## config.mk

```make
export PLATFORM = sky130hd
export DESIGN_NAME = rotary_encoder_key_event_classifier
export DESIGN_NICKNAME = d
export VERILOG_FILES = /design/src/rek_pkg.sv /design/src/rek_core.sv /design/src/rotary_encoder_key_event_classifier.sv
export SDC_FILE = /design/constraint.sdc
export NUM_CORES = 1
export LEC_CHECK = 0
export ABC_CLOCK_PERIOD_IN_PS = 5800
export BUFFER_PORTS_ARGS = -buffer_cell sky130_fd_sc_hd__buf_2
export CORE_MARGIN = 5
export CORE_UTILIZATION = 56
export CTS_BUF_LIST = sky130_fd_sc_hd__clkbuf_8
export CTS_CLUSTER_SIZE = 14
export DETAILED_ROUTE_END_ITERATION = 8
export GPL_TIMING_DRIVEN = 0
export PLACE_DENSITY = 0.79
export SYNTH_ARGS = -nofsm -noshare
export SYNTH_HDL_FRONTEND = slang
export SYNTH_HIERARCHICAL = 1
export SYNTH_SLANG_ARGS = --single-unit
export TNS_END_PERCENT = 20
```

## constraint.sdc

```tcl
create_clock -name clk_i -period 5.8 [get_ports clk_i]
set_clock_uncertainty 0.2 [all_clocks]
set_input_delay 0.58 -clock clk_i [delete_from_list [all_inputs] [get_ports clk_i]]
set_output_delay 0.58 -clock clk_i [all_outputs]
set_load 0.01 [all_outputs]
```

## src/rek_pkg.sv

```systemverilog
// Shared types and constants for the rotary encoder key event classifier.
// Holds the transfer payload structs, register indexes, key codes and filter states.
// No dependencies.
`default_nettype none

package rek_pkg;

  typedef struct packed {
    logic        op;
    logic        data_line_high;
    logic [31:0] edge_time_us;
    logic        button_down;
    logic [31:0] scan_time_ms;
  } rek_in_t;

  typedef struct packed {
    logic signed [15:0] position_delta;
    logic [1:0]         left_key;
    logic [1:0]         right_key;
    logic               any_key;
    logic [31:0]        accepted_edges;
    logic [1:0]         scan_state;
    logic               scan_ran;
  } rek_out_t;

  localparam int unsigned CfgIdxW  = 2;
  localparam int unsigned CfgDataW = 16;

  typedef struct packed {
    logic                we;
    logic [CfgIdxW-1:0]  index;
    logic [CfgDataW-1:0] data;
  } rek_cfg_wr_t;

  localparam logic [CfgIdxW-1:0] CfgDebounce   = 2'd0;
  localparam logic [CfgIdxW-1:0] CfgScanPeriod = 2'd1;
  localparam logic [CfgIdxW-1:0] CfgLongPress  = 2'd2;

  localparam logic [15:0] DebounceRst   = 16'd500;
  localparam logic [7:0]  ScanPeriodRst = 8'd5;
  localparam logic [7:0]  LongPressRst  = 8'd200;

  localparam logic OpEdge = 1'b0;
  localparam logic OpScan = 1'b1;

  localparam logic signed [15:0] PosMin = 16'sh8000;
  localparam logic signed [15:0] PosMax = 16'sh7fff;

  typedef enum logic [1:0] {
    KeyRelease = 2'd0,
    KeyClick   = 2'd1,
    KeyPress   = 2'd2
  } rek_key_e;

  typedef enum logic [3:0] {
    FsIdle     = 4'b0001,
    FsLeft     = 4'b0010,
    FsRight    = 4'b0100,
    FsReleased = 4'b1000
  } rek_filt_e;

  localparam logic [1:0] ScanCodeIdle     = 2'd0;
  localparam logic [1:0] ScanCodeLeft     = 2'd1;
  localparam logic [1:0] ScanCodeRight    = 2'd2;
  localparam logic [1:0] ScanCodeReleased = 2'd3;

endpackage

`default_nettype wire

```

## src/rek_core.sv

```systemverilog
// Configuration registers, edge debounce, position counter and key scan filter.
// Computes the result of the held item and updates state on each advance.
// Depends on rek_pkg.
`default_nettype none

module rek_core (
  input  wire                  clk_i,
  input  wire                  rst_ni,
  input  rek_pkg::rek_cfg_wr_t cfg_wr_i,
  input  wire                  step_i,
  input  rek_pkg::rek_in_t     item_i,
  output rek_pkg::rek_out_t    res_o
);
  import rek_pkg::*;

  logic [15:0]        debounce_q;
  logic [7:0]         period_q;
  logic [7:0]         long_q;

  logic signed [15:0] pos_q, pos_d;
  logic [31:0]        last_edge_q, last_edge_d;
  logic [31:0]        total_q, total_d;
  logic [31:0]        last_scan_q, last_scan_d;
  logic [7:0]         hold_q, hold_d;
  logic               locked_q, locked_d;
  rek_filt_e          filt_q, filt_d;
  rek_key_e           left_q, left_d;
  rek_key_e           right_q, right_d;

  logic [31:0] edge_diff, scan_diff;
  logic [7:0]  hold_inc;
  logic        go_left, go_right, present, ran;
  logic [1:0]  scan_code;

  always_ff @(posedge clk_i or negedge rst_ni) begin
    if (!rst_ni) begin
      debounce_q <= DebounceRst;
      period_q   <= ScanPeriodRst;
      long_q     <= LongPressRst;
    end else if (cfg_wr_i.we) begin
      if (cfg_wr_i.index == CfgDebounce) begin
        debounce_q <= cfg_wr_i.data;
      end
      if (cfg_wr_i.index == CfgScanPeriod) begin
        period_q <= cfg_wr_i.data[7:0];
      end
      if (cfg_wr_i.index == CfgLongPress) begin
        long_q <= cfg_wr_i.data[7:0];
      end
    end
  end

  assign edge_diff = item_i.edge_time_us - last_edge_q;
  assign scan_diff = item_i.scan_time_ms - last_scan_q;
  assign hold_inc  = hold_q + 8'd1;
  assign go_left   = pos_q[15];
  assign go_right  = !pos_q[15] && (pos_q != 16'sd0);
  assign present   = go_left || go_right || item_i.button_down;

  always_comb begin
    pos_d       = pos_q;
    last_edge_d = last_edge_q;
    total_d     = total_q;
    last_scan_d = last_scan_q;
    hold_d      = hold_q;
    locked_d    = locked_q;
    filt_d      = filt_q;
    left_d      = left_q;
    right_d     = right_q;
    ran         = 1'b0;
    if (item_i.op == OpEdge) begin
      if (edge_diff >= {16'd0, debounce_q}) begin
        last_edge_d = item_i.edge_time_us;
        total_d     = total_q + 32'd1;
        if (item_i.data_line_high) begin
          if (pos_q != PosMin) begin
            pos_d = pos_q - 16'sd1;
          end
        end else if (pos_q != PosMax) begin
          pos_d = pos_q + 16'sd1;
        end
      end
    end else if (scan_diff >= {24'd0, period_q}) begin
      ran         = 1'b1;
      last_scan_d = item_i.scan_time_ms;
      unique case (filt_q)
        FsIdle: begin
          if (present) begin
            filt_d   = go_left ? FsLeft : FsRight;
            locked_d = 1'b1;
            pos_d    = 16'sd0;
          end
          hold_d = 8'd0;
        end
        FsLeft, FsRight: begin
          if (present) begin
            locked_d = 1'b1;
            hold_d   = hold_inc;
            if (hold_inc > long_q) begin
              left_d   = (filt_q == FsLeft) ? KeyPress : KeyRelease;
              right_d  = (filt_q == FsLeft) ? KeyRelease : KeyPress;
              hold_d   = 8'd0;
              locked_d = 1'b0;
              pos_d    = 16'sd0;
              filt_d   = FsReleased;
            end
          end else if (locked_q) begin
            left_d  = (filt_q == FsLeft) ? KeyClick : KeyRelease;
            right_d = (filt_q == FsLeft) ? KeyRelease : KeyClick;
            pos_d   = 16'sd0;
            filt_d  = FsReleased;
          end else begin
            filt_d  = FsIdle;
            left_d  = KeyRelease;
            right_d = KeyRelease;
          end
        end
        FsReleased: begin
          if (!present) begin
            filt_d = FsIdle;
            pos_d  = 16'sd0;
          end
        end
        default: begin
          filt_d = FsIdle;
        end
      endcase
    end
  end

  always_ff @(posedge clk_i or negedge rst_ni) begin
    if (!rst_ni) begin
      pos_q       <= 16'sd0;
      last_edge_q <= 32'd0;
      total_q     <= 32'd0;
      last_scan_q <= 32'd0;
      hold_q      <= 8'd0;
      locked_q    <= 1'b0;
      filt_q      <= FsIdle;
      left_q      <= KeyRelease;
      right_q     <= KeyRelease;
    end else if (step_i) begin
      pos_q       <= pos_d;
      last_edge_q <= last_edge_d;
      total_q     <= total_d;
      last_scan_q <= last_scan_d;
      hold_q      <= hold_d;
      locked_q    <= locked_d;
      filt_q      <= filt_d;
      left_q      <= left_d;
      right_q     <= right_d;
    end
  end

  always_comb begin
    unique case (filt_d)
      FsIdle:     scan_code = ScanCodeIdle;
      FsLeft:     scan_code = ScanCodeLeft;
      FsRight:    scan_code = ScanCodeRight;
      FsReleased: scan_code = ScanCodeReleased;
      default:    scan_code = ScanCodeIdle;
    endcase
  end

  assign res_o.position_delta = pos_d;
  assign res_o.left_key       = left_d;
  assign res_o.right_key      = right_d;
  assign res_o.any_key        = (left_d != KeyRelease) || (right_d != KeyRelease);
  assign res_o.accepted_edges = total_d;
  assign res_o.scan_state     = scan_code;
  assign res_o.scan_ran       = ran;

endmodule

`default_nettype wire

```

## src/rotary_encoder_key_event_classifier.sv

```systemverilog
// Top level: input register, classifier core and result register.
// Depends on rek_pkg and rek_core.
//
//   port group   direction  handshake            payload
//   in_*         in         in_valid_i/in_stall_o   rek_in_t
//   out_*        out        out_valid_o/out_stall_i rek_out_t
//   cfg_*        in         cfg_valid_i/cfg_ready_o cfg_index_i, cfg_data_i
//
// One item per cycle unless the input side stalls; each transfer passes through the input
// register, then the result register fed by the core's single pass.
// State updates as an item moves from the input register to the result register.
// Asynchronous reset restores state, settings and valid flags, but not item data.
// A stalled result holds the result register and any item in the input register;
// the input side stalls only when both are full.
`default_nettype none

module rotary_encoder_key_event_classifier (
  input  wire                             clk_i,
  input  wire                             rst_ni,
  input  wire                             in_valid_i,
  output logic                            in_stall_o,
  input  rek_pkg::rek_in_t                in_item_i,
  output logic                            out_valid_o,
  input  wire                             out_stall_i,
  output rek_pkg::rek_out_t               out_item_o,
  input  wire                             cfg_valid_i,
  output logic                            cfg_ready_o,
  input  wire [rek_pkg::CfgIdxW-1:0]      cfg_index_i,
  input  wire [rek_pkg::CfgDataW-1:0]     cfg_data_i
);
  import rek_pkg::*;

  rek_in_t     item_q;
  logic        item_vld_q;
  rek_out_t    res_q;
  logic        res_vld_q;
  rek_out_t    core_res;
  rek_cfg_wr_t cfg_wr;
  logic        advance;
  logic        in_xfer;

  assign cfg_ready_o  = 1'b1;
  assign cfg_wr.we    = cfg_valid_i;
  assign cfg_wr.index = cfg_index_i;
  assign cfg_wr.data  = cfg_data_i;

  assign advance    = item_vld_q && !(res_vld_q && out_stall_i);
  assign in_stall_o = item_vld_q && res_vld_q && out_stall_i;
  assign in_xfer    = in_valid_i && !in_stall_o;

  rek_core u_core (
    .clk_i    (clk_i),
    .rst_ni   (rst_ni),
    .cfg_wr_i (cfg_wr),
    .step_i   (advance),
    .item_i   (item_q),
    .res_o    (core_res)
  );

  always_ff @(posedge clk_i or negedge rst_ni) begin
    if (!rst_ni) begin
      item_vld_q <= 1'b0;
    end else if (in_xfer) begin
      item_vld_q <= 1'b1;
    end else if (advance) begin
      item_vld_q <= 1'b0;
    end
  end

  always_ff @(posedge clk_i) begin
    if (in_xfer) begin
      item_q <= in_item_i;
    end
  end

  always_ff @(posedge clk_i or negedge rst_ni) begin
    if (!rst_ni) begin
      res_vld_q <= 1'b0;
    end else if (advance) begin
      res_vld_q <= 1'b1;
    end else if (!out_stall_i) begin
      res_vld_q <= 1'b0;
    end
  end

  always_ff @(posedge clk_i) begin
    if (advance) begin
      res_q <= core_res;
    end
  end

  assign out_valid_o = res_vld_q;
  assign out_item_o  = res_q;

endmodule

`default_nettype wire

```

==> PnR_summary.wiki, run 1 <==
{| class="wikitable"
! Metric !! Value
|-
| Status || finished clean
|-
| CTS sink count || 286
|-
| Hold Path Depth || 1
|-
| Buffer levels on the longest clock path || 3
|-
| Number of buffer cells added on primary ports || 147
|-
| Cells taking the most area after synthesis || sky130_fd_sc_hd__dfrtp_1 (22%), sky130_fd_sc_hd__edfxtp_1 (22%), sky130_fd_sc_hd__ha_1 (7.2%)
|-
| Worst hold path startpoint || in_item_i[35]
|-
| Min Clock Period, post-route || 5.58 ns
|-
| Vias in the first global route || 13600
|-
| Power density over cell area || 355 nW/um^2
|-
| Mapped Cells || 1726
|-
| Post-detailed-routing wire length || 42200 um
|-
| Terminus of the critical flop-to-flop path || out_item_o[21]
|-
| Area of the die || 34000 um^2
|-
| Category of the critical setup timing path || reg -> reg
|-
| Async set or reset register ratio after synthesis || 0.570
|-
| Final global-route overflow total || 0
|-
| DR vias/cell || 5.81
|-
| Unique cell type count in the Yosys netlist || 98
|-
| Worst ir drop on vdd || 0.238 mV
|-
| Startpoint of the most critical register-to-register path || item_q[33]
|-
| Slack of the worst reg-to-reg path || 0.22 ns
|-
| Area of the placeable core || 29800 um^2
|-
| Antenna cell count || 0
|-
| Top cells by instance count after synthesis || sky130_fd_sc_hd__nand2_1 (213), sky130_fd_sc_hd__dfrtp_1 (151), sky130_fd_sc_hd__edfxtp_1 (123)
|-
| Most frequently used cell type in the post-synthesis netlist || sky130_fd_sc_hd__nand2_1
|-
| Clk root buf || sky130_fd_sc_hd__clkbuf_8
|-
| Syn Area/Cell || 9.86 um^2
|-
| CTS HTree Levels || 2
|-
| Largest net degree at the start of global routing || 103
|-
| Max Cap Violations || 0
|-
| Final ANT Viol Nets || 0
|-
| Required time worst endpoint || 5.90 ns
|-
| Flip-flop cell with the highest count after synthesis || sky130_fd_sc_hd__dfrtp_1
|-
| Effective utilization at floorplan || 0.571
|-
| Design Power || 7.14 mW
|-
| Remaining design rule violation count || 0
|-
| Slack of the critical path || 0.222 ns
|-
| Number of DRC markers after the initial detailed-route iteration || 948
|-
| HPWL after detailed placement || 30200 um
|-
| WL per Instance || 17.4 um
|-
| IO Pins || 149
|-
| Ys Warns || 6
|-
| Final cell area excluding filler cells || 20100 um^2
|-
| Global-route wire length before repair || 68600 um
|-
| Pre-CTS worst setup slack || 0.00655 ns
|-
| Initial antenna violation count || 0
|-
| Number of search-and-repair iterations in the first detailed-routing pass || 5
|-
| Tcrit/Tclk final || 0.962
|-
| Achievable frequency || 179 MHz
|-
| Final Util || 0.674
|-
| Largest fanout of any net on the critical path || 10
|-
| Largest area contributor in the synthesized netlist || sky130_fd_sc_hd__dfrtp_1
|-
| Area share of the largest cell type after synthesis || 0.222
|-
| Classification of the worst-slack hold path || in -> reg
|-
| Transition time at the pin with the least slew margin || 1.14 ns
|-
| Signal arrival time at the worst endpoint || 5.68 ns
|-
| Routability congestion estimate from global placement || 0.937
|-
| Slew Limit Headroom || 0.227
|-
| Category of the worst setup path capture point || register
|-
| Endpoint of the worst hold path || item_q[35]
|-
| Layout cell share with drive strength beyond 1 || 0.173
|-
| TritonCTS clock tree || done
|-
| Die height || 184 um
|-
| Insertion delay to the later sink of the worst-skew pair || 0.57 ns
|-
| Portion of the post-synthesis area used by sequential elements || 0.457
|-
| Final Max Tran Viols || 0
|-
| Number of flops mapped to enable cells by yosys || 123
|-
| Worst-case hold slack || 0.0420 ns
|-
| Aggregate global-route resource usage || 0.245
|-
| Final setup viols || 0
|-
| Endpoints failing hold || 0
|-
| DR vias || 14100
|-
| Net count after synthesis || 1916
|-
| CP Launch Type || register
|-
| Cell leakage power || 8.65 nW
|-
| Post-layout net count || 2190
|-
| Fill count || 2333
|-
| Synthesized area || 17000 um^2
|-
| Count of cells along the worst register-to-register path || 25
|-
| Worst setup path startpoint || item_q[33]
|-
| Count of standard-cell rows || 63
|-
| TritonCTS buffer count || 47
|-
| Placed cell area || 18400 um^2
|-
| #FFs+latches synth || 286
|-
| Post-synthesis to final-layout area growth || 18.0%
|-
| Post-CTS clock slew at the launch and capture registers of the worst setup and hold paths || 0.07 ns
|-
| Horiz. Die Dim || 184 um
|}
per-stage QoR:
stage / TNS [ns] / std cells
global route: -0.0234 / 2429
detailed placement: 0 / 2268
global placement: -94.47 / 2263
floorplan: 0 / 1726
CTS: 0 / 2424
finish: 0 / 2429
cell families (layout without fill, tap and decap cells):
family,Yosys count,in the layout,share of synthesized area
xor+xnor,110,110,0.0566
buf+inv,198,511,0.0467
flops,286,286,0.457
simple gates,551,551,0.160
compound gates,413,413,0.161
other cells,1,1,0.000220
mux,67,67,0.0437
fa+ha+maj,100,100,0.0744
how the worst max path moves through the flow:
stage / cells past startpoint / slack, ns / endpoint
after global placement: 7 / -1.10 / u_core/total_q[9]
after detailed placement: 22 / 0.007 / u_core/last_edge_q[16]
after global routing: 26 / -0.02 / out_item_o[51]
after CTS: 21 / 0.007 / out_item_o[53]
final: 25 / 0.22 / out_item_o[21]
after floorplan: 6 / 0.99 / u_core/total_q[2]
layout by cell type (no fill, tap or decap), types with 36 or more instances in the layout:
cell type / Yosys / routed
sky130_fd_sc_hd__o21ai_0: 102 / 101
sky130_fd_sc_hd__a21oi_1: 105 / 105
sky130_fd_sc_hd__edfxtp_1: 123 / 123
sky130_fd_sc_hd__xnor2_1: 86 / 86
sky130_fd_sc_hd__nand2_1: 213 / 213
sky130_fd_sc_hd__mux2_2: 56 / 56
sky130_fd_sc_hd__nor2_1: 69 / 69
sky130_fd_sc_hd__dfrtp_1: 151 / 151
sky130_fd_sc_hd__nand3_1: 70 / 70
sky130_fd_sc_hd__clkbuf_1: 51 / 51
sky130_fd_sc_hd__buf_2: 20 / 165
sky130_fd_sc_hd__nand4_1: 36 / 36
sky130_fd_sc_hd__dlygate4sd3_1: 0 / 68
sky130_fd_sc_hd__inv_1: 117 / 136
sky130_fd_sc_hd__clkbuf_8: 0 / 51
sky130_fd_sc_hd__ha_1: 98 / 98
layout make-up:
| class | instances | area (um^2) | share of cell area |
|---|---|---|---|
| sequential | 286 | 7790 | 0.388 |
| inverter | 117 | 439 | 0.0219 |
| tap | 390 | 488 | 0.0243 |
| buffer | 81 | 362 | 0.0180 |
| multi-input combinational | 1242 | 8510 | 0.424 |
| clock inverter | 37 | 218 | 0.0108 |
| clock buffer | 51 | 702 | 0.0350 |
| timing repair buffer | 225 | 1580 | 0.0786 |
sequential cells by signal, summed over array words and instances (netlist names):
| register | count |
|---|---|
| item_vld_q | 1 |
| u_core/debounce_q | 16 |
| u_core/filt_q | 4 |
| item_q | 67 |
| u_core/right_q | 2 |
| u_core/left_q | 2 |
| u_core/locked_q | 1 |
| u_core/hold_q | 8 |
| u_core/period_q | 8 |
| u_core/last_edge_q | 32 |
| out_valid_o | 1 |
| u_core/last_scan_q | 32 |
| u_core/total_q | 32 |
| out_item_o | 56 |
| u_core/long_q | 8 |
| u_core/pos_q | 16 |
report_power, final:
group | internal (mW) | switching, mW
logic | 1.10 | 1.64
registers | 2.47 | 0.196
clock network | 0.906 | 0.823
total | 4.48 | 2.66
metal layers:
metal	global-route usage	vias up	wire length, um
met3	0.0381	71	2580
met4	0.0657	0	864
met2	0.408	469	20200
li1	-	6792	-
met1	0.337	6786	18600
met5	0	-	0
worst max-delay path, stage by stage (launching register included):
cell                       delay, ns
sky130_fd_sc_hd__edfxtp_1       0.42
sky130_fd_sc_hd__inv_1          0.10
sky130_fd_sc_hd__ha_1           0.18
sky130_fd_sc_hd__inv_1          0.06
sky130_fd_sc_hd__fa_1           0.39
sky130_fd_sc_hd__a21o_1         0.24
sky130_fd_sc_hd__a221oi_4       0.44
sky130_fd_sc_hd__nor2b_1        0.09
sky130_fd_sc_hd__o21a_1         0.19
sky130_fd_sc_hd__o21ai_0        0.16
sky130_fd_sc_hd__nand2b_1       0.08
sky130_fd_sc_hd__a21oi_1        0.17
sky130_fd_sc_hd__xnor2_1        0.12
sky130_fd_sc_hd__ha_1           0.31
sky130_fd_sc_hd__nand4_1        0.09
sky130_fd_sc_hd__o32ai_1        0.27
sky130_fd_sc_hd__nor3_1         0.09
sky130_fd_sc_hd__nand3_1        0.13
sky130_fd_sc_hd__nor4_4         0.06
sky130_fd_sc_hd__buf_4          0.17
sky130_fd_sc_hd__and4_1         0.19
sky130_fd_sc_hd__buf_4          0.18
sky130_fd_sc_hd__nor3_4         0.38
sky130_fd_sc_hd__buf_2          0.31
sky130_fd_sc_hd__nand3_1        0.14
sky130_fd_sc_hd__xnor2_1        0.17
repair_timing:
action                                  4_1_cts  5_1_grt
endpoints found under the hold margin       127        0
hold buffers                                 68        0
endpoints found under the setup margin       18       90
buffers inserted                              0        5
pin swaps                                     0        2
resized for setup                             1        9
No activity file was read; power rests on OpenSTA's default activity.
==> run 2, diff against run 1 <==
--- a/config.mk
+++ b/config.mk
@@ -5,10 +5,11 @@
 export SDC_FILE = /design/constraint.sdc
 export NUM_CORES = 1
 export LEC_CHECK = 0
+export ABC_AREA = 1
 export ABC_CLOCK_PERIOD_IN_PS = 5800
 export BUFFER_PORTS_ARGS = -buffer_cell sky130_fd_sc_hd__buf_2
 export CORE_MARGIN = 5
-export CORE_UTILIZATION = 56
+export CORE_UTILIZATION = 57
 export CTS_BUF_LIST = sky130_fd_sc_hd__clkbuf_8
 export CTS_CLUSTER_SIZE = 14
 export DETAILED_ROUTE_END_ITERATION = 8
==> run 2 against run 1 <==
Combinational power up 10%. Total power rose by 7.0%. First-iteration DRC count grew 34%. Largest cell class unchanged.
==> PnR_summary.wiki, run 2 <==
{| class="wikitable"
! Metric !! Value
|-
| Fill count || 2683
|-
| Proportion of power drawn by combinational gates || 0.396
|-
| Total length of routed met2 wires || 22100 um
|-
| Largest delay contributor family on the critical path || simple AND/OR/NAND/NOR gates
|-
| Required time worst endpoint || 5.96 ns
|-
| Highest-count cells in the layout ignoring fill and taps || sky130_fd_sc_hd__nand2_1 (785), sky130_fd_sc_hd__inv_1 (425), sky130_fd_sc_hd__nor2_1 (178)
|-
| Slack of the critical path || 1.26 ns
|-
| Top routing layer in use || met4
|-
| Final cell area excluding filler cells || 21300 um^2
|-
| Routability congestion estimate from global placement || 0.966
|-
| Insertion delay to the later sink of the worst-skew pair || 0.60 ns
|-
| Flip-flop cell with the highest count after synthesis || sky130_fd_sc_hd__dfrtp_1
|-
| Placed cell area || 19600 um^2
|-
| CTS HTree Levels || 2
|-
| Cell-internal power || 4.61 mW
|-
| Share of power burned in the clock network || 0.249
|-
| Async set or reset register ratio after synthesis || 0.570
|-
| Worst ir drop on vdd || 0.245 mV
|-
| Number of buffer cells added on primary ports || 147
|-
| DR vias || 16700
|-
| Achievable frequency || 220 MHz
|-
| Total area of multi-input combinational cells || 8660 um^2
|-
| Buffer levels on the longest clock path || 3
|-
| WL per Instance || 14.8 um
|-
| Max Cap Violations || 0
|-
| Post-layout net count || 2918
|-
| Status || finished clean
|-
| Category of the worst setup path capture point || register
|-
| Post-synthesis to final-layout area growth || 16.7%
|-
| Final Util || 0.675
|-
| Most frequent CP cell || sky130_fd_sc_hd__nand2_1
|-
| Initial antenna violation count || 0
|-
| Global-route wire length before repair || 76800 um
|-
| #FFs+latches synth || 286
|-
| Effective utilization at floorplan || 0.578
|-
| Unique cell type count in the Yosys netlist || 55
|-
| Horiz. Die Dim || 189 um
|-
| Final standard cell count with taps included and fillers excluded || 3171
|-
| Min Clock Period, post-route || 4.54 ns
|-
| Number of search-and-repair iterations in the first detailed-routing pass || 6
|-
| Remaining design rule violation count || 0
|-
| Transition time at the pin with the least slew margin || 0.898 ns
|-
| CP peak stage delay || 0.41 ns
|-
| Routed wire length on met3 || 2990 um
|-
| Area of the placeable core || 31600 um^2
|-
| Final global-route overflow total || 0
|-
| Setup Fix Bufs, Post-CTS || 0
|-
| Aggregate negative setup slack || 0 ns
|-
| Proportion of synthesized area in mux cells || 0
|-
| HPWL after detailed placement || 35500 um
|-
| Post-synthesis share of cell area spent on full adders, half adders and majority gates || 0.0692
|-
| Design Power || 7.64 mW
|-
| Count of standard-cell rows || 65
|-
| Area of the die || 35800 um^2
|-
| Critical path's slowest cell || sky130_fd_sc_hd__edfxtp_1
|-
| Main combinational cell family by area after synthesis || simple AND/OR/NAND/NOR gates
|-
| Seq. cell area || 7790 um^2
|-
| Largest Register || item_q
|-
| Final Max Tran Viols || 0
|-
| XOR/XNOR Fraction of Synth Area || 0.0187
|-
| Number of flops mapped to enable cells by yosys || 123
|-
| CP Launch Type || register
|-
| Largest fanout of any net on the critical path || 10
|-
| Classification of the worst-slack hold path || in -> reg
|-
| Signal arrival time at the worst endpoint || 4.70 ns
|-
| Die height || 189 um
|-
| Net count after synthesis || 2648
|-
| Compound-Gate Fraction of Synth Area || 0.0923
|-
| Worst-case hold slack || 0.0587 ns
|-
| Total buffers and inverters traversed by the critical path || 4
|-
| Cells taking the most area after synthesis || sky130_fd_sc_hd__dfrtp_1 (21%), sky130_fd_sc_hd__edfxtp_1 (20%), sky130_fd_sc_hd__nand2_1 (16%)
|-
| Most common cell after layout, fill and taps aside || sky130_fd_sc_hd__nand2_1
|-
| Post-synthesis share of cell area spent on and, or, nand and nor gates || 0.292
|-
| Cell leakage power || 11.0 nW
|-
| Switching Share || 0.396
|-
| Pre-CTS worst setup slack || 1.34 ns
|-
| Sum of routed wire segments on met1 || 20700 um
|-
| Synthesized area || 18300 um^2
|-
| Syn Area/Cell || 7.44 um^2
|-
| Number of flip-flops in the largest register || 67
|-
| Vias in the first global route || 16200
|-
| Area share of the largest cell type after synthesis || 0.207
|-
| Post-CTS clock slew at the launch and capture registers of the worst setup and hold paths || 0.06 ns
|-
| Power density over cell area || 358 nW/um^2
|-
| Most frequently used cell type in the post-synthesis netlist || sky130_fd_sc_hd__nand2_1
|-
| Final setup viols || 0
|-
| Endpoints failing hold || 0
|-
| Aggregate global-route resource usage || 0.259
|-
| Clk root buf || sky130_fd_sc_hd__clkbuf_8
|-
| Portion of the post-synthesis area used by sequential elements || 0.426
|-
| CTS sink count || 286
|-
| TritonCTS buffer count || 48
|-
| Final ANT Viol Nets || 0
|-
| Net Sw Power || 3.02 mW
|-
| Category of the critical setup timing path || reg -> reg
|-
| Proportion of power drawn by flip-flops and latches || 0.356
|-
| Number of gates resized after cts || 0
|-
| RSZ-0062 raised after global routing || false
|-
| Largest net degree at the start of global routing || 116
|-
| Largest area contributor in the synthesized netlist || sky130_fd_sc_hd__dfrtp_1
|-
| Post-detailed-routing wire length || 46800 um
|-
| DR vias/cell || 5.27
|-
| Top cells by instance count after synthesis || sky130_fd_sc_hd__nand2_1 (785), sky130_fd_sc_hd__inv_1 (416), sky130_fd_sc_hd__nor2_1 (178)
|-
| Layout cell share with drive strength beyond 1 || 0.123
|-
| Number of DRC markers after the initial detailed-route iteration || 1273
|-
| TritonCTS clock tree || done
|-
| IO Pins || 149
|-
| Tcrit/Tclk final || 0.783
|-
| Dpl cells || 3009
|-
| Ys Warns || 6
|-
| Slew Limit Headroom || 0.402
|-
| Mapped Cells || 2458
|}
[run 2: changes by cell type after synthesis, sizes merged, moves of 14 or more]
cell    before  now
o21ai      115  162
a21o        25    2
mux2        58    0
nor2        69  194
and3        24    0
nand3       71  153
o211ai      24    6
clkbuf      51   20
o21a        21    3
inv        117  422
nor2b       14    0
nor4        18    4
nand2      215  811
xnor2       86    4
[run 2: final timing paths]
kind / from / to / slack [ns] / cells after the start
max: item_q[0] / out_item_o[35] / 1.26 / 30
min: cfg_data_i[14] / u_core/debounce_q[14] / 0.06 / 3
max reg2reg: item_q[0] / out_item_o[35] / 1.26 / 30
min reg2reg: u_core/left_q[1] / u_core/left_q[1] / 0.29 / 2
max in group asynchronous: rst_ni / u_core/total_q[12] / 4.21 / 3
min in group asynchronous: rst_ni / u_core/hold_q[5] / 0.27 / 2
[run 2: metal layers]
| layer | vias up | global-route usage |
|---|---|---|
| met3 | 81 | 0.0360 |
| li1 | 8387 | - |
| met4 | 0 | 0.0762 |
| met1 | 7688 | 0.346 |
| met2 | 566 | 0.441 |
| met5 | - | 0 |
[run 2: power groups by stage]
stage | clock [mW] | combinational, mW | sequential, mW
floorplan | 0 | 2.13 | 2.73
global placement | 0 | 2.84 | 2.74
detailed placement | 0 | 2.93 | 2.75
CTS | 1.95 | 2.98 | 2.71
global route | 2.05 | 3.41 | 2.75
finish | 1.90 | 3.02 | 2.72
[run 2: logic make-up after synthesis]
group,Yosys count
buf+inv,469
compound gates,299
other cells,1
simple gates,1264
xor+xnor,39
flops,286
fa+ha+maj,100
[run 2: cell type report]
type | count | area share
flip-flops and latches | 286 | 0.365
well taps | 402 | 0.0236
clock buffers | 55 | 0.0355
multi-input cells | 1703 | 0.406
inverters | 423 | 0.0745
plain buffers | 46 | 0.0128
diodes | 1 | 0.000117
repair buffers | 220 | 0.0704
clock inverters | 35 | 0.0128
[run 2: repair_timing]
action | 4_1_cts | 5_1_grt
hold endpoints to repair | 118 | 0
hold buffers | 71 | 0
setup endpoints to repair | 0 | 0
[run 2: worst min-delay path: stages]
cell and delay (ns):
sky130_fd_sc_hd__buf_2 0.08, sky130_fd_sc_hd__nor2_1 0.03, sky130_fd_sc_hd__a21oi_1 0.11
==> run 3, diff against run 2 <==
--- a/config.mk
+++ b/config.mk
@@ -6,7 +6,7 @@
 export NUM_CORES = 1
 export LEC_CHECK = 0
 export ABC_AREA = 1
-export ABC_CLOCK_PERIOD_IN_PS = 5800
+export ABC_CLOCK_PERIOD_IN_PS = 4180
 export BUFFER_PORTS_ARGS = -buffer_cell sky130_fd_sc_hd__buf_2
 export CORE_MARGIN = 5
 export CORE_UTILIZATION = 57
==> constraint.sdc (replaced) <==
create_clock -name clk_i -period 4.18 [get_ports clk_i]
set_clock_uncertainty 0.2 [all_clocks]
set_input_delay 0.418 -clock clk_i [delete_from_list [all_inputs] [get_ports clk_i]]
set_output_delay 0.418 -clock clk_i [all_outputs]
set_load 0.01 [all_outputs]
==> run 3 against run 2 <==
The flow now finishes with violations (setup timing). Highest routed layer unchanged. Sequential share of layout area fell by 2.4 points. Register-to-register slack worse by 1.3 ns. Die area is the same.
==> PnR_summary.wiki, run 3 (synthesis results as in run 2) <==
{| class="wikitable"
! Metric !! Value
|-
| Violations in the final reports || setup timing
|-
| Startpoint of the most critical register-to-register path || item_q[0]
|-
| Aggregate global-route resource usage || 0.264
|-
| Crit path depth || 31
|-
| Min Clock Period, post-route || 4.24 ns
|-
| Antenna cell count || 0
|-
| Post-detailed-routing wire length || 51100 um
|-
| Met3 track utilization from global routing || 0.0387
|-
| Classification of the worst-slack hold path || in -> async
|-
| Met1 Usage GRT || 0.354
|-
| Max Cap Violations || 0
|-
| Critical path's slowest cell || sky130_fd_sc_hd__edfxtp_1
|-
| TritonCTS clock tree || done
|-
| Buffer levels on the longest clock path || 3
|-
| Final global-route overflow total || 0
|-
| Horiz. Die Dim || 189 um
|-
| Slack of the critical path || -0.0563 ns
|-
| Worst-case hold slack || 0.116 ns
|-
| Slew Limit Headroom || 0.394
|-
| Dpl cells || 3009
|-
| Count of cells along the worst register-to-register path || 31
|-
| Proportion of power drawn by combinational gates || 0.424
|-
| Routability congestion estimate from global placement || 0.972
|-
| IO Pins || 149
|-
| Total buffers and inverters traversed by the critical path || 12
|-
| Number of search-and-repair iterations in the first detailed-routing pass || 8
|-
| Slack of the worst reg-to-reg path || -0.06 ns
|-
| Post-synthesis to final-layout area growth || 24.8%
|-
| Final setup viols || 17
|-
| Final Util || 0.722
|-
| Vias in the first global route || 16300
|-
| Most common cell after layout, fill and taps aside || sky130_fd_sc_hd__nand2_1
|-
| Largest delay contributor family on the critical path || buffers and inverters
|-
| GR Layer Usage met2 || 0.440
|-
| TritonCTS buffer count || 49
|-
| Terminus of the critical flop-to-flop path || out_item_o[35]
|-
| Proportion of power drawn by flip-flops and latches || 0.339
|-
| Die height || 189 um
|-
| Initial antenna violation count || 0
|-
| Final standard cell count with taps included and fillers excluded || 3238
|-
| DR vias || 17600
|-
| Largest net degree at the start of global routing || 120
|-
| Most frequent CP cell || sky130_fd_sc_hd__buf_4
|-
| Largest fanout of any net on the critical path || 8
|-
| CP peak stage delay || 0.50 ns
|-
| Power density over cell area || 490 nW/um^2
|-
| Final ANT Viol Nets || 0
|-
| Achievable frequency || 236 MHz
|-
| Transition time at the pin with the least slew margin || 0.910 ns
|-
| Tcrit/Tclk final || 1.01
|-
| Area of the die || 35800 um^2
|-
| Number of flip-flops in the largest register || 67
|-
| GRT busiest layer || met2
|-
| CTS HTree Levels || 2
|-
| Final cell area excluding filler cells || 22800 um^2
|-
| RSZ-0062 raised after global routing || true
|-
| Endpoints failing hold || 0
|-
| DR vias/cell || 5.43
|-
| Worst ir drop on vdd || 0.325 mV
|-
| Fill count || 2475
|-
| Status || finished with violations
|-
| Final Max Tran Viols || 0
|-
| Required time worst endpoint || 4.32 ns
|-
| Global-route wire length before repair || 78200 um
|-
| Category of the worst setup path capture point || register
|-
| Count of standard-cell rows || 65
|-
| Effective utilization at floorplan || 0.578
|-
| Number of DRC markers after the initial detailed-route iteration || 1569
|-
| Placed cell area || 19600 um^2
|-
| Highest-count cells in the layout ignoring fill and taps || sky130_fd_sc_hd__nand2_1 (732), sky130_fd_sc_hd__inv_1 (419), sky130_fd_sc_hd__nor2_1 (172)
|-
| Post-layout net count || 2987
|-
| Insertion delay to the later sink of the worst-skew pair || 0.61 ns
|-
| Layout cell share with drive strength beyond 1 || 0.179
|-
| Area of the placeable core || 31600 um^2
|-
| Aggregate negative setup slack || -0.259 ns
|-
| Category of the critical setup timing path || reg -> reg
|-
| Cell-internal power || 6.69 mW
|-
| Number of buffer cells added on primary ports || 147
|-
| HPWL after detailed placement || 35100 um
|-
| Remaining design rule violation count || 0
|-
| Signal arrival time at the worst endpoint || 4.38 ns
|-
| Net Sw Power || 4.48 mW
|-
| CP Launch Type || register
|-
| WL per Instance || 15.8 um
|-
| Cell leakage power || 11.5 nW
|-
| Switching Share || 0.401
|-
| Clk root buf || sky130_fd_sc_hd__clkbuf_8
|-
| Post-CTS clock slew at the launch and capture registers of the worst setup and hold paths || 0.07 ns
|-
| Largest Register || item_q
|-
| CTS sink count || 286
|-
| Share of power burned in the clock network || 0.237
|}
-- run 3: changes by cell type in the layout (fill, tap and decap cells not counted), moves of 8 or more --
cell / change
sky130_fd_sc_hd__nand3_1: -13
sky130_fd_sc_hd__o21ai_0: -8
sky130_fd_sc_hd__o21ai_2: +11
sky130_fd_sc_hd__nand3_2: +9
sky130_fd_sc_hd__nand2_2: +44
sky130_fd_sc_hd__nand2_1: -53
sky130_fd_sc_hd__dlygate4sd3_1: +16
sky130_fd_sc_hd__ha_4: +14
sky130_fd_sc_hd__ha_1: -16
sky130_fd_sc_hd__buf_4: +35
-- run 3: worst max-delay path by stage --
stage	start	endpoint
4_1_cts	item_q[33]	out_item_o[34]
3_3_place_gp	out_stall_i	u_core/hold_q[0]
5_1_grt	item_q[0]	out_item_o[35]
2_1_floorplan	u_core/last_scan_q[0]	out_item_o[35]
3_5_place_dp	item_q[0]	out_item_o[35]
6_report	item_q[0]	out_item_o[35]
-- run 3: power by group through the flow --
stage | logic [mW] | clock network (mW) | registers [mW]
floorplan | 2.96 | 0 | 3.79
global placement | 3.94 | 0 | 3.80
detailed placement | 4.05 | 0 | 3.81
CTS | 4.22 | 2.71 | 3.76
global route | 5.27 | 2.85 | 3.83
finish | 4.74 | 2.65 | 3.79
-- run 3: through the flow --
step / worst slack (ns) / power (mW)
6_report: -0.0563 / 11.2
5_1_grt: -0.281 / 11.9
4_1_cts: -0.00326 / 10.7
3_5_place_dp: -0.301 / 7.86
3_3_place_gp: -0.256 / 7.73
2_1_floorplan: 0.510 / 6.75
-- run 3: cell type report --
| type | instances | area [um^2] | area share |
|---|---|---|---|
| well taps | 402 | 503 | 0.0220 |
| clock buffers | 51 | 702 | 0.0307 |
| inverters | 423 | 1600 | 0.0701 |
| multi-input cells | 1704 | 9330 | 0.409 |
| clock inverters | 39 | 327 | 0.0143 |
| plain buffers | 46 | 367 | 0.0161 |
| repair buffers | 287 | 2210 | 0.0969 |
| flip-flops and latches | 286 | 7790 | 0.341 |
-- run 3: timing repair --
action	4_1_cts	5_1_grt
buffers inserted	12	31
endpoints found under the hold margin	147	0
hold buffers	87	0
pin swaps	7	42
endpoints found under the setup margin	116	184
resized for setup	22	179
cloned	0	9
-- run 3: metal layers --
layer / wire (um) / up-vias
met3: 3900 / 157
met2: 24300 / 809
met4: 1700 / 0
met5: 0 / -
met1: 21200 / 8096
li1: - / 8515
